==> src/hdl/lpd_pkg.sv <==
// Package with shared types and constants for the length-prefixed packet deframer.
package lpd_pkg;

  localparam int unsigned ByteW = 8;
  localparam int unsigned LenW  = 16;
  localparam int unsigned WordW = 64;

  localparam logic [LenW-1:0] MaxLenReset = 16'd29000;

  typedef enum logic [1:0] {
    EV_HDR_OK  = 2'd0,
    EV_BODY    = 2'd1,
    EV_HDR_BAD = 2'd2
  } ev_kind_e;

  typedef struct packed {
    ev_kind_e         kind;
    logic [ByteW-1:0] data;
    logic [WordW-1:0] word;
    logic [LenW-1:0]  len;
    logic             last;
  } res_t;

endpackage

==> src/hdl/length_prefixed_packet_deframer_unit.sv <==
// A byte accepted at the input passes the input register and then the result register.
// Throughput: one byte per cycle unless the output stalls; a non-final header byte gives no result.
// The result register frees the input side whenever the result is taken or the slot is empty.
// Reset (rst_ni low, asynchronous) empties both stages, starts header gathering afresh and sets
// the maximum packet length to 29000.
module length_prefixed_packet_deframer_unit import lpd_pkg::*; #(
  parameter int unsigned HeaderBytes = 8
) (
  input  logic              clk_i,
  input  logic              rst_ni,
  input  logic              cfg_we_i,
  input  logic [LenW-1:0]   cfg_wdata_i,
  input  logic              rx_valid_i,
  output logic              rx_stall_o,
  input  logic [ByteW-1:0]  rx_byte_i,
  output logic              out_valid_o,
  input  logic              out_stall_i,
  output logic [1:0]        event_kind_o,
  output logic [ByteW-1:0]  out_byte_o,
  output logic [WordW-1:0]  header_word_o,
  output logic [LenW-1:0]   packet_length_o,
  output logic              is_last_o
);

  logic [LenW-1:0]  max_len_q, max_len_d;
  logic             s1_valid;
  logic [ByteW-1:0] s1_data;
  logic             s1_take;
  res_t             res;

  assign max_len_d = cfg_we_i ? cfg_wdata_i : max_len_q;

  always_ff @(posedge clk_i or negedge rst_ni) begin
    if (!rst_ni) begin
      max_len_q <= MaxLenReset;
    end else begin
      max_len_q <= max_len_d;
    end
  end

  lpd_in_stage u_in_stage (
    .clk_i   (clk_i),
    .rst_ni  (rst_ni),
    .valid_i (rx_valid_i),
    .stall_o (rx_stall_o),
    .data_i  (rx_byte_i),
    .valid_o (s1_valid),
    .data_o  (s1_data),
    .take_i  (s1_take)
  );

  lpd_core #(
    .HeaderBytes (HeaderBytes)
  ) u_core (
    .clk_i       (clk_i),
    .rst_ni      (rst_ni),
    .in_valid_i  (s1_valid),
    .in_data_i   (s1_data),
    .take_o      (s1_take),
    .max_len_i   (max_len_q),
    .out_valid_o (out_valid_o),
    .out_stall_i (out_stall_i),
    .res_o       (res)
  );

  assign event_kind_o    = res.kind;
  assign out_byte_o      = res.data;
  assign header_word_o   = res.word;
  assign packet_length_o = res.len;
  assign is_last_o       = res.last;

endmodule

==> src/hdl/lpd_in_stage.sv <==
// Input register stage that holds one received byte until the core takes it.
module lpd_in_stage import lpd_pkg::*; (
  input  logic             clk_i,
  input  logic             rst_ni,
  input  logic             valid_i,
  output logic             stall_o,
  input  logic [ByteW-1:0] data_i,
  output logic             valid_o,
  output logic [ByteW-1:0] data_o,
  input  logic             take_i
);

  logic             valid_q, valid_d;
  logic [ByteW-1:0] data_q, data_d;
  logic             ready;

  // The stage can load whenever it is empty or its byte leaves in this cycle.
  assign ready   = !valid_q || take_i;
  assign stall_o = !ready;

  always_comb begin
    valid_d = valid_q;
    data_d  = data_q;
    if (ready) begin
      valid_d = valid_i;
      data_d  = data_i;
    end
  end

  always_ff @(posedge clk_i or negedge rst_ni) begin
    if (!rst_ni) begin
      valid_q <= 1'b0;
    end else begin
      valid_q <= valid_d;
    end
  end

  always_ff @(posedge clk_i) begin
    data_q <= data_d;
  end

  assign valid_o = valid_q;
  assign data_o  = data_q;

endmodule

==> src/hdl/lpd_core.sv <==
// Deframing state, header checks and the result register.
module lpd_core import lpd_pkg::*; #(
  parameter int unsigned HeaderBytes = 8
) (
  input  logic             clk_i,
  input  logic             rst_ni,
  input  logic             in_valid_i,
  input  logic [ByteW-1:0] in_data_i,
  output logic             take_o,
  input  logic [LenW-1:0]  max_len_i,
  output logic             out_valid_o,
  input  logic             out_stall_i,
  output res_t             res_o
);

  localparam int unsigned CntW = $clog2(HeaderBytes + 1);
  localparam int unsigned HdrW = ByteW * HeaderBytes;

  logic             in_body_q, in_body_d;
  logic [CntW-1:0]  hdr_cnt_q, hdr_cnt_d;
  logic [HdrW-1:0]  hdr_q, hdr_d;
  logic [LenW-1:0]  body_rem_q, body_rem_d;
  logic             out_valid_q, out_valid_d;
  res_t             res_q, res_d;

  logic             out_free;
  logic             take;
  logic [CntW-1:0]  cnt_next;
  logic [HdrW-1:0]  hdr_next;
  logic             hdr_done;
  logic [LenW-1:0]  len;
  logic             len_bad;
  logic             produces;
  res_t             res_new;

  assign out_free = !out_valid_q || !out_stall_i;
  assign take     = in_valid_i && out_free;
  assign take_o   = take;

  assign cnt_next = hdr_cnt_q + CntW'(1);
  assign hdr_next = {hdr_q[HdrW-ByteW-1:0], in_data_i};
  assign hdr_done = (cnt_next == CntW'(HeaderBytes));
  assign len      = hdr_next[HdrW-1 -: LenW];
  assign len_bad  = (len < LenW'(HeaderBytes)) || (len > max_len_i);
  assign produces = in_body_q || hdr_done;

  always_comb begin
    in_body_d  = in_body_q;
    hdr_cnt_d  = hdr_cnt_q;
    hdr_d      = hdr_q;
    body_rem_d = body_rem_q;

    res_new      = '0;
    res_new.kind = EV_BODY;

    if (in_body_q) begin
      res_new.kind = EV_BODY;
      res_new.data = in_data_i;
      res_new.last = (body_rem_q <= LenW'(1));
      if (body_rem_q <= LenW'(1)) begin
        in_body_d  = 1'b0;
        body_rem_d = '0;
      end else begin
        body_rem_d = body_rem_q - LenW'(1);
      end
    end else if (!hdr_done) begin
      hdr_d     = hdr_next;
      hdr_cnt_d = cnt_next;
    end else begin
      // A complete header always restarts the gathering count; the stored
      // bytes are overwritten in full before the next header is read.
      hdr_cnt_d    = '0;
      res_new.word = WordW'(hdr_next);
      res_new.len  = len;
      if (len_bad) begin
        res_new.kind = EV_HDR_BAD;
      end else if (len == LenW'(HeaderBytes)) begin
        res_new.kind = EV_HDR_OK;
        res_new.last = 1'b1;
      end else begin
        res_new.kind = EV_HDR_OK;
        in_body_d    = 1'b1;
        body_rem_d   = len - LenW'(HeaderBytes);
      end
    end

    if (!take) begin
      in_body_d  = in_body_q;
      hdr_cnt_d  = hdr_cnt_q;
      hdr_d      = hdr_q;
      body_rem_d = body_rem_q;
    end
  end

  always_comb begin
    out_valid_d = out_valid_q;
    res_d       = res_q;
    if (out_free) begin
      out_valid_d = take && produces;
      res_d       = res_new;
    end
  end

  always_ff @(posedge clk_i or negedge rst_ni) begin
    if (!rst_ni) begin
      in_body_q   <= 1'b0;
      hdr_cnt_q   <= '0;
      body_rem_q  <= '0;
      out_valid_q <= 1'b0;
    end else begin
      in_body_q   <= in_body_d;
      hdr_cnt_q   <= hdr_cnt_d;
      body_rem_q  <= body_rem_d;
      out_valid_q <= out_valid_d;
    end
  end

  always_ff @(posedge clk_i) begin
    hdr_q <= hdr_d;
    res_q <= res_d;
  end

  assign out_valid_o = out_valid_q;
  assign res_o       = res_q;

  // While passing the body, no header bytes are being gathered and bytes remain.
  a_body_no_hdr: assert property (@(posedge clk_i) disable iff (!rst_ni)
    in_body_q |-> (hdr_cnt_q == '0) && (body_rem_q != '0))
    else $error("body state with header count or no bytes remaining");

  a_cnt_below_hdr: assert property (@(posedge clk_i) disable iff (!rst_ni)
    hdr_cnt_q < CntW'(HeaderBytes))
    else $error("header count reached the header size");

  a_bad_not_last: assert property (@(posedge clk_i) disable iff (!rst_ni)
    out_valid_q && (res_q.kind == EV_HDR_BAD) |-> !res_q.last)
    else $error("rejected header marked as last");

  a_body_clean: assert property (@(posedge clk_i) disable iff (!rst_ni)
    out_valid_q && (res_q.kind == EV_BODY) |-> (res_q.word == '0) && (res_q.len == '0))
    else $error("body transaction carries header fields");

  a_body_after_ok: assert property (@(posedge clk_i) disable iff (!rst_ni)
    take && !in_body_q && hdr_done && !len_bad && (len != LenW'(HeaderBytes))
    |=> in_body_q)
    else $error("accepted header with body did not enter the body state");

endmodule
==> config.mk <==
export PLATFORM = sky130hd
export DESIGN_NAME = length_prefixed_packet_deframer_unit
export DESIGN_NICKNAME = d
export VERILOG_FILES = /design/src/hdl/lpd_pkg.sv /design/src/hdl/length_prefixed_packet_deframer_unit.sv /design/src/hdl/lpd_in_stage.sv /design/src/hdl/lpd_core.sv
export SDC_FILE = /design/constraint.sdc
export NUM_CORES = 1
export LEC_CHECK = 0
export ABC_AREA = 0
export BUFFER_PORTS_ARGS = -buffer_cell sky130_fd_sc_hd__buf_2
export CAP_MARGIN = 30
export CORE_UTILIZATION = 51
export DETAILED_ROUTE_END_ITERATION = 12
export PLACE_DENSITY = 0.83
export REMOVE_ABC_BUFFERS = 1
export SYNTH_ARGS = -nofsm -noshare
export SYNTH_HDL_FRONTEND = slang
export SYNTH_SLANG_ARGS = --single-unit
==> constraint.sdc <==
create_clock -name clk_i -period 5.6 [get_ports clk_i]
set_clock_uncertainty 0.15 [all_clocks]
set_input_delay 0.56 -clock clk_i [delete_from_list [all_inputs] [get_ports clk_i]]
set_output_delay 0.56 -clock clk_i [all_outputs]
set_load 0.02 [all_outputs]
==> reports/qor.txt, run 1 <==
Longest Clk Path Bufs = 2
# rows = 44
reg-to-reg endpoint = u_core.body_rem_q[5]$_DFFE_PN0P_
drt drc = 0
H-Tree Depth = 4
worst hold path class = input port to flop
post-route cell area = 0.00895 mm2
number of synthesized flops with an enable pin = 139
Clock transition at path regs = 0.07 ns
CTS tree = done
die extent in y = 125 um
most frequent cell after synthesis = edfxtp_1
TNS Setup = 0 ns
fraction of registers with async set/reset = 21.9%
R2R Path Start = max_len_q[14]$_DFFE_PN1P_
global-route wire length before repair = 26,400 um
Max FO, Critical Path = 15
Fin. Hold Viols = 0
Synth area leader = edfxtp_1
mapped cell area = 0.00767 mm2
reg2reg setup slack = 1.65 ns
P_leak = 3.97 nW
DR WL/cell = 19.1 um
Max Cap Viol = 0
final wirelength = 16,700 um
Adder-Cell Fraction of Synth Area = 3.26%
multiplexer share of the synthesized area = 0.832%
RSZ-0062 raised after global routing = no
Worst setup SP type = flop
Synth Area in XOR/XNOR = 1.14%
Worst EP arrival = 4.11 ns
endpoints failing setup = 0
Final Max Tran Viols = 0
number of synthesized register bits = 178
Total GRT Usage = 22.2%
I/O Pins = 122
top cell type's share of synthesized area = 54.4%
predominant post-synthesis flop cell = edfxtp_1
Synth Instances = 571
Vias = 5,016
Slew Limit Headroom = 29.3%
Pwr Total = 0.00484 W
synth-to-layout area growth = 16.8%
Worst Reg-to-Reg Cells = 8
status = finished, final reports clean
VDD IR max = 0.304 mV
DR iter-0 viols = 362
Seq/Total Area, Yosys = 67.3%
fin crit period = 3.95 ns
fin crit share = 70.6%
Distinct cells, synth = 61
worst hold stages = 1
Final ANT Viol Nets = 0
gp weighted congestion = 0.891
nets = 723
Hold Crit Start = rx_byte_i[6]
Synth Warn # = 0
CTS root buffer = clkbuf_16
Crit. End Element = flop
# port buffers = 121
WS Path Type = flop to flop
Post-synth top cells = 139 x edfxtp_1, 62 x and3_1, 39 x nand2_1
clk sinks = 178
CP required = 5.76 ns
WHS Endpoint = u_in_stage.data_o[6]$_DFFE_PN_
Power Density = 541 mW/mm2
Initial Util = 52.6%
dpl cells = 837
fillers = 1,096
Die Width = 125 um
layout cell share with drive strength beyond 1 = 28.6%
Core ar. = 0.0146 mm2
Synth Area in Compound Gates = 8.62%
CTS Buf Count = 17
Area contributors post-synth = edfxtp_1 54%, dfrtp_1 11%, and3_1 5.1%
fin cells = 871
vias in the first global route = 5,063
Max Freq = 0.253 GHz
initial antenna violation count = 1
worst-margin pin slew = 1.06 ns
Synth Area in Simple Gates = 14.4%
DP Wirelength = 11,100 um
placed inst area = 0.00834 mm2
largest family of logic cells by synthesized area = simple AND/OR/NAND/NOR gates
Clk Latency, worst-skew pair = 0.43 ns
DR pass1 iterations = 7
hold slack = 0.149 ns
largest net degree at the start of global routing = 57
vias per cell = 5.76
DIE AREA = 0.0155 mm2
grt total ovfl = 0
Avg Inst Size Synth = 13.4 um2
==> worst max-delay path: stages (launching register included) <==
cell and delay [ns]:
dfstp_2 0.51, inv_1 0.05, ha_1 0.31, nand4_2 0.15, or4_4 0.60, a21o_1 0.20
a31oi_2 0.72, or3_1 0.78, mux2_4 0.35
==> kinds of logic (layout without fill, tap and decap cells) <==
| family | count (synthesis) | count (layout) |
|---|---|---|
| and+or+nand+nor | 196 | 196 |
| AOI/OAI and AO/OA | 92 | 92 |
| muxes | 5 | 5 |
| buffers and inverters | 70 | 185 |
| adders and majority gates | 20 | 20 |
| DFF | 178 | 178 |
| other | 0 | 1 |
| xor gates and xnor gates | 10 | 10 |
==> registers in the layout, indices dropped and copies added (netlist names) <==
| name | flops |
|---|---|
| u_core.body_rem_q | 16 |
| u_core.hdr_cnt_q | 4 |
| u_core.res_o | 75 |
| u_core.hdr_q | 56 |
| u_core.in_body_q | 1 |
| u_in_stage.data_o | 8 |
| max_len_q | 16 |
| u_core.out_valid_o | 1 |
| u_in_stage.valid_o | 1 |
==> layout by cell type, fill, tap and decap left out, types with 9 or more instances in the layout <==
cell	n
a21oi_1	15
and2_1	12
and3_1	62
buf_2	121
clkbuf_16	17
dfrtp_1	33
edfxtp_1	139
ha_1	20
inv_1	24
nand2_1	38
nand3_1	11
nor2_1	24
nor3_1	13
o21ai_0	24
o21ai_2	9
o41ai_1	11
==> per-stage QoR <==
stage	setup slack (ns)	utilization, %
after floorplan	-0.128	-
after global placement	1.78	57.0
after detailed placement	1.67	57.2
after CTS	1.68	61.1
after global routing	1.51	61.4
final	1.65	61.4
==> area by class of cell <==
| cell class | instances | area, um2 | share of cell area, % |
|---|---|---|---|
| Clock buffer | 18 | 429 | 4.79 |
| Clock inverter | 13 | 154 | 1.72 |
| Multi-Input combinational cell | 323 | 2190 | 24.5 |
| Tap cell | 184 | 230 | 2.57 |
| Sequential cell | 178 | 5160 | 57.6 |
| Inverter | 25 | 93.8 | 1.05 |
| Timing Repair Buffer | 129 | 693 | 7.74 |
| Antenna cell | 1 | 2.50 | 0.0279 |
==> routing by layer <==
metal	share of wire, %	GRT usage [%]	up-vias
met2	49	36.4	194
met5	0	0	-
li1	-	-	2334
met4	2.7	10.3	0
met3	7.8	6.92	30
met1	40	26.7	2458
==> timing repair <==
| action | in CTS | in global routing |
|---|---|---|
| setup buffers | 0 | 0 |
| gates resized for setup | 0 | 0 |
| endpoints found under the hold margin | 0 | 4 |
| hold buffers | 0 | 1 |
==> power breakdown <==
| group | internal (W) | switching, W |
|---|---|---|
| registers | 0.00194 | 0.000259 |
| clock network | 0.000661 | 0.000508 |
| logic | 0.000470 | 0.00100 |
==> worst max-delay path by stage <==
| stage | depth (start not counted) | startpoint | end |
|---|---|---|---|
| floorplan | 5 | out_stall_i | u_core.hdr_cnt_q[0]$_DFFE_PN0P_ |
| global placement | 8 | max_len_q[14]$_DFFE_PN1P_ | u_core.body_rem_q[5]$_DFFE_PN0P_ |
| detailed placement | 8 | max_len_q[14]$_DFFE_PN1P_ | u_core.body_rem_q[1]$_DFFE_PN0P_ |
| CTS | 8 | max_len_q[14]$_DFFE_PN1P_ | u_core.body_rem_q[5]$_DFFE_PN0P_ |
| global route | 8 | max_len_q[13]$_DFFE_PN1P_ | u_core.body_rem_q[1]$_DFFE_PN0P_ |
| finish | 8 | max_len_q[14]$_DFFE_PN1P_ | u_core.body_rem_q[5]$_DFFE_PN0P_ |
No activity file was read; power rests on OpenSTA's default activity.
==> run 2, diff against run 1 <==
Clock period 5.6 ns to 3.6 ns, I/O delays scaled along.
==> run 2 against run 1 <==
  * Maximum frequency increased by 23%
  * Total power increased by 55%
  * Global-route usage increased by 0.43 points
  * Flip-flop and latch count unchanged
  * Design area increased by 2.6%
  * Sequential power increased by 55%
  * Combinational power increased by 59%
  * Die area unchanged
  * Final cell count increased by 3.0%
  * Worst hold slack got worse by 0.13 ns
  * Sequential share of layout area decreased by 1.5 points
  * Critical path type unchanged
  * Critical endpoint unchanged
  * First-iteration DRC count decreased by 14%
==> reports/qor.txt, run 2 (synthesis gave the netlist of run 1 again) <==
status = finished, final reports clean
max FFs per register = 75 (unchanged)
reg2reg setup slack = 0.39 ns (-1.26 ns)
Max Cap Viol = 0 (unchanged)
Initial Util = 52.6% (unchanged)
CTS Buf Count = 17 (unchanged)
Final ANT Viol Nets = 0 (unchanged)
initial antenna violation count = 0 (-1)
Power Density = 818 mW/mm2 (+51%)
# rows = 44 (unchanged)
reg-to-reg endpoint = u_core.body_rem_q[5]$_DFFE_PN0P_
fin crit share = 89.2% (+19 points)
gp weighted congestion = 0.886 (-0.48%)
synth-to-layout area growth = 19.8%
nets = 749 (+3.6%)
Core ar. = 0.0146 mm2 (unchanged)
Worst EP arrival = 3.38 ns (-0.73 ns)
layout cell share with drive strength beyond 1 = 28.6% (+0.040 points)
Worst Reg-to-Reg Cells = 8 (unchanged)
Vias = 5,127 (+2.2%)
R2R Path Start = max_len_q[13]$_DFFE_PN1P_
Clk Latency, worst-skew pair = 0.44 ns (about the same)
Slew Limit Headroom = 49.1% (+20 points)
Final Max Tran Viols = 0 (unchanged)
Die Width = 125 um (unchanged)
Crit. End Element = flop
antenna fix cells = 0 (-1)
DIE AREA = 0.0155 mm2 (unchanged)
vias in the first global route = 5,156 (+1.8%)
Total GRT Usage = 22.6% (+0.43 points)
CP required = 3.76 ns (-2.00 ns)
CP peak stage delay = 0.61 ns (-0.17 ns)
die extent in y = 125 um (unchanged)
fillers = 1,071 (-2.3%)
CP delay by family, top = simple AND/OR/NAND/NOR gates
VDD IR max = 0.574 mV (+89%)
drt drc = 0 (unchanged)
Resized cells post-CTS = 0 (unchanged)
DR iter-0 viols = 313 (-14%)
worst hold stages = 3 (+2)
# port buffers = 121 (unchanged)
worst hold path class = input port to flop
Worst setup SP type = flop
crit path buf inv count = 1 (unchanged)
fin crit period = 3.21 ns (-0.740 ns)
vias per cell = 5.72 (-0.75%)
CTS root buffer = clkbuf_16
worst-margin pin slew = 0.761 ns (-0.297 ns)
DP Wirelength = 10,900 um (-1.2%)
P_leak = 4.09 nW (+3.0%)
final wirelength = 17,100 um (+2.6%)
Pwr Total = 0.00752 W (+55%)
Max Freq = 0.311 GHz (+23%)
commonest non-fill, non-tap cell in the layout = edfxtp_1
global-route wire length before repair = 26,900 um (+2.0%)
RSZ-0062 raised after global routing = no
endpoints failing setup = 0 (unchanged)
DR WL/cell = 19.1 um (-0.35%)
I/O Pins = 122 (unchanged)
Clock transition at path regs = 0.07 ns (about the same)
worst setup path start = max_len_q[13]$_DFFE_PN1P_
Crit-path slowest cell = or4_4
CTS tree = done
WHS Endpoint = max_len_q[13]$_DFFE_PN1P_
WS Path Type = flop to flop
largest net degree at the start of global routing = 77 (+35%)
H-Tree Depth = 4 (unchanged)
clk sinks = 178 (unchanged)
grt total ovfl = 0 (unchanged)
Hold Crit Start = cfg_wdata_i[13]
Max FO, Critical Path = 10 (-5)
Fin. Hold Viols = 0 (unchanged)
Longest Clk Path Bufs = 2 (unchanged)
critical-path cell list = inv_1 > ha_1 > nand4_2 > or4_4 > o31ai_4 > a31oi_2 > or3_1 > mux2_4
DR pass1 iterations = 5 (-2)
dpl cells = 843 (+0.72%)
fin cells = 897 (+3.0%)
leading cell types in the layout, fill and taps excluded = 139 x edfxtp_1, 121 x buf_2, 62 x and3_1
[run 2: changes by cell type in the layout (fill, tap and decap cells not counted), moves of 2 or more]
cell	delta
dlygate4sd3_1	+19
clkinvlp_4	-2
bufinv_16	-2
buf_4	+7
inv_8	+3
[run 2: worst max path at each step]
stage / cells after the start / to
after detailed placement: 8 / u_core.body_rem_q[5]$_DFFE_PN0P_
after global routing: 9 / u_core.body_rem_q[4]$_DFFE_PN0P_
final: 8 / u_core.body_rem_q[5]$_DFFE_PN0P_
after global placement: 8 / u_core.body_rem_q[1]$_DFFE_PN0P_
after floorplan: 5 / u_core.hdr_cnt_q[0]$_DFFE_PN0P_
after CTS: 8 / u_core.body_rem_q[5]$_DFFE_PN0P_
[run 2: metrics by stage]
step                util, %  TNS (ns)  area (um2)  worst slack, ns  hold WS [ns]
CTS                    62.7         0        9140            0.383       0.00257
global route           63.0         0        9190            0.287        0.0298
detailed placement     57.4         0        8370            0.405         0.278
floorplan                 -   -121.25        7420            -2.05       -0.0856
global placement       57.4         0        8370            0.470         0.273
finish                 63.0         0        9190            0.387        0.0158
[run 2: repair_timing]
| item | in CTS | in global routing |
|---|---|---|
| hold endpoints to repair | 52 | 0 |
| hold buffers | 20 | 0 |
| setup buffers | 0 | 0 |
[run 2: cell type report]
| type | count | area, um2 | share of cell area, % |
|---|---|---|---|
| Tap cell | 184 | 230 | 2.51 |
| Clock buffer | 17 | 425 | 4.63 |
| Clock inverter | 15 | 145 | 1.58 |
| Timing Repair Buffer | 155 | 943 | 10.3 |
| Inverter | 25 | 93.8 | 1.02 |
| Multi-Input combinational cell | 323 | 2190 | 23.9 |
| Sequential cell | 178 | 5160 | 56.1 |
[run 2: where the power goes]
part           internal [W]  switching, W
sequential          0.00302      0.000403
combinational      0.000777       0.00156
clock              0.000915      0.000843
[run 2: tightest hold or removal path, cell delays in order]
cell and delay, ns:
buf_2 0.08, nand2_1 0.04, o21ai_0 0.08
[run 2: metal layers]
layer | GRT usage (%) | routed length (um)
met5 | 0 | 0
met4 | 10.8 | 538
met3 | 7.00 | 1270
met2 | 35.5 | 8300
met1 | 28.6 | 6990
==> run 3, diff against run 2 <==
Settings changed: CORE_UTILIZATION 51 to 56, PLACE_DENSITY 0.83 to 0.86.
Clock period 3.6 ns to 3.4 ns, I/O delays scaled along.
==> run 3 against run 2 <==
  * Clock power rose by 10%
  * Count of clock-buffer cells in the layout rose by 3
  * Register-to-register slack got worse by 0.21 ns
  * Largest cell class unchanged
==> reports/qor.txt, run 3 (synthesis gave the netlist of run 1 again) <==
synth-to-layout area growth = 20.2%
Slew Limit Headroom = 34.8% (-14 points)
Vias = 5,305 (+3.5%)
Initial Util = 57.7% (+5.1 points)
Worst Reg-to-Reg Cells = 9 (+1)
Final Max Tran Viols = 0 (unchanged)
sequential share of power = 45.1% (-0.4 points)
DR pass1 iterations = 6 (+1)
initial antenna violation count = 0 (unchanged)
layout cell share with drive strength beyond 1 = 28.0% (-0.58 points)
WS Path Type = flop to flop
Longest Clk Path Bufs = 2 (unchanged)
Final ANT Viol Nets = 0 (unchanged)
FF/Latch Area = 0.00516 mm2 (unchanged)
area of the multi-input gates = 0.00219 mm2 (unchanged)
Max FO, Critical Path = 14 (+4)
final wirelength = 17,100 um (about the same)
vias in the first global route = 5,303 (+2.9%)
# rows = 42 (-4.5%)
die extent in y = 119 um (-4.5%)
P_leak = 4.11 nW (+0.42%)
CTS Buf Count = 17 (unchanged)
Internal Power = 0.00512 W (+8.6%)
setup repair bufs after CTS = 0 (unchanged)
fillers = 887 (-17%)
Resized cells post-CTS = 0 (unchanged)
clk sinks = 178 (unchanged)
Fin. Hold Viols = 0 (unchanged)
gp weighted congestion = 0.914 (+3.1%)
fin cells = 893 (-0.45%)
status = finished, final reports clean
CTS root buffer = clkbuf_16
Worst setup SP type = flop
DR iter-0 viols = 343 (+9.6%)
worst hold stages = 3 (unchanged)
max FFs per register = 75 (unchanged)
antenna fix cells = 0 (unchanged)
Layout Utilization = 69.3% (+6.3 points)
Max Cap Viol = 0 (unchanged)
TNS Setup = 0 ns (unchanged)
leading cell types in the layout, fill and taps excluded = 139 x edfxtp_1, 121 x buf_2, 62 x and3_1
Clk pwr share = 24.1% (+0.7 points)
hold slack = 0.0217 ns (+0.00593 ns)
fin crit period = 3.22 ns (+0.0120 ns)
Die Width = 119 um (-4.5%)
Crit. End Element = flop
Core ar. = 0.0133 mm2 (-8.9%)
global-route wire length before repair = 27,300 um (+1.4%)
vias per cell = 5.94 (+3.9%)
DR WL/cell = 19.2 um (+0.49%)
DIE AREA = 0.0142 mm2 (-8.8%)
Net Switching = 0.00293 W (+4.4%)
endpoints failing setup = 0 (unchanged)
Clock transition at path regs = 0.06 ns (about the same)
I/O Pins = 122 (unchanged)
H-Tree Depth = 4 (unchanged)
Total GRT Usage = 25.5% (+2.9 points)
worst-margin pin slew = 0.979 ns (+0.218 ns)
Worst EP arrival = 3.36 ns (-0.02 ns)
nets = 753 (+0.53%)
commonest non-fill, non-tap cell in the layout = edfxtp_1
VDD IR max = 0.522 mV (-9.1%)
# port buffers = 121 (unchanged)
CTS tree = done
Max Freq = 0.310 GHz (-0.37%)
drt drc = 0 (unchanged)
CP required = 3.53 ns (-0.23 ns)
worst hold path class = input port to flop
grt total ovfl = 0 (unchanged)
switch share = 36.5% (-0.92 points)
Comb pwr share = 30.9% (-0.2 points)
Power Density = 874 mW/mm2 (+6.8%)
largest net degree at the start of global routing = 77 (unchanged)
Clk Latency, worst-skew pair = 0.43 ns (about the same)
RSZ-0062 raised after global routing = no
DP Wirelength = 10,600 um (-2.6%)
fin crit share = 94.8% (+5.6 points)
dpl cells = 835 (-0.95%)
-- run 3: power groups by stage --
stage	sequential [W]	clock [W]	combinational, W
2_1_floorplan	0.00401	0	0.00113
3_3_place_gp	0.00360	0	0.00237
3_5_place_dp	0.00365	0	0.00243
4_1_cts	0.00361	0.00196	0.00248
5_1_grt	0.00371	0.00204	0.00268
6_report	0.00363	0.00194	0.00248
-- run 3: layout make-up --
cell class              instances  area share, %
flip-flops and latches        178           56.0
well taps                     176           2.39
clock buffers                  20           4.74
inverters                      25           1.02
multi-input cells             323           23.8
repair buffers                159           10.5
clock inverters                12           1.59
-- run 3: worst max-delay path: stages, from the launching register on --
cell and delay, ns:
dfstp_2 0.52, inv_1 0.05, ha_1 0.32, nand4_2 0.16, or4_4 0.61, o31ai_4 0.23, a31oi_2 0.07, buf_4 0.23
a2111oi_0 0.58, o22ai_2 0.14
-- run 3: metal layers --
layer / global-route usage [%] / up-vias / wire [um]
li1: - / 2383 / -
met1: 31.4 / 2581 / 6510
met2: 41.5 / 306 / 8600
met3: 7.18 / 35 / 1570
met4: 12.3 / 0 / 429
met5: 0 / - / 0
-- run 3: through the flow --
stage | power (W) | area, um2 | worst slack (ns)
after CTS | 0.00805 | 9190 | 0.176
after floorplan | 0.00514 | 7420 | -2.25
after detailed placement | 0.00608 | 8360 | 0.224
after global routing | 0.00843 | 9210 | 0.0730
after global placement | 0.00597 | 8360 | 0.308
final | 0.00805 | 9210 | 0.175
-- run 3: final timing paths --
check / start / endpoint / slack [ns]
worst max-delay path: max_len_q[13]$_DFFE_PN1P_ / u_core.body_rem_q[13]$_DFFE_PN0P_ / 0.18
worst min-delay path: cfg_wdata_i[2] / max_len_q[2]$_DFFE_PN0P_ / 0.02
worst max register to register: max_len_q[13]$_DFFE_PN1P_ / u_core.body_rem_q[13]$_DFFE_PN0P_ / 0.18
worst min register to register: u_core.hdr_q[18]$_DFFE_PP_ / u_core.hdr_q[26]$_DFFE_PP_ / 0.29
max in group asynchronous: rst_ni / max_len_q[8]$_DFFE_PN1P_ / 2.54
min in group asynchronous: rst_ni / max_len_q[10]$_DFFE_PN0P_ / 0.10
-- run 3: what timing repair did --
action                                 CTS  global route
setup endpoints to repair                0             0
hold buffers                            25             0
endpoints found under the hold margin   57             0
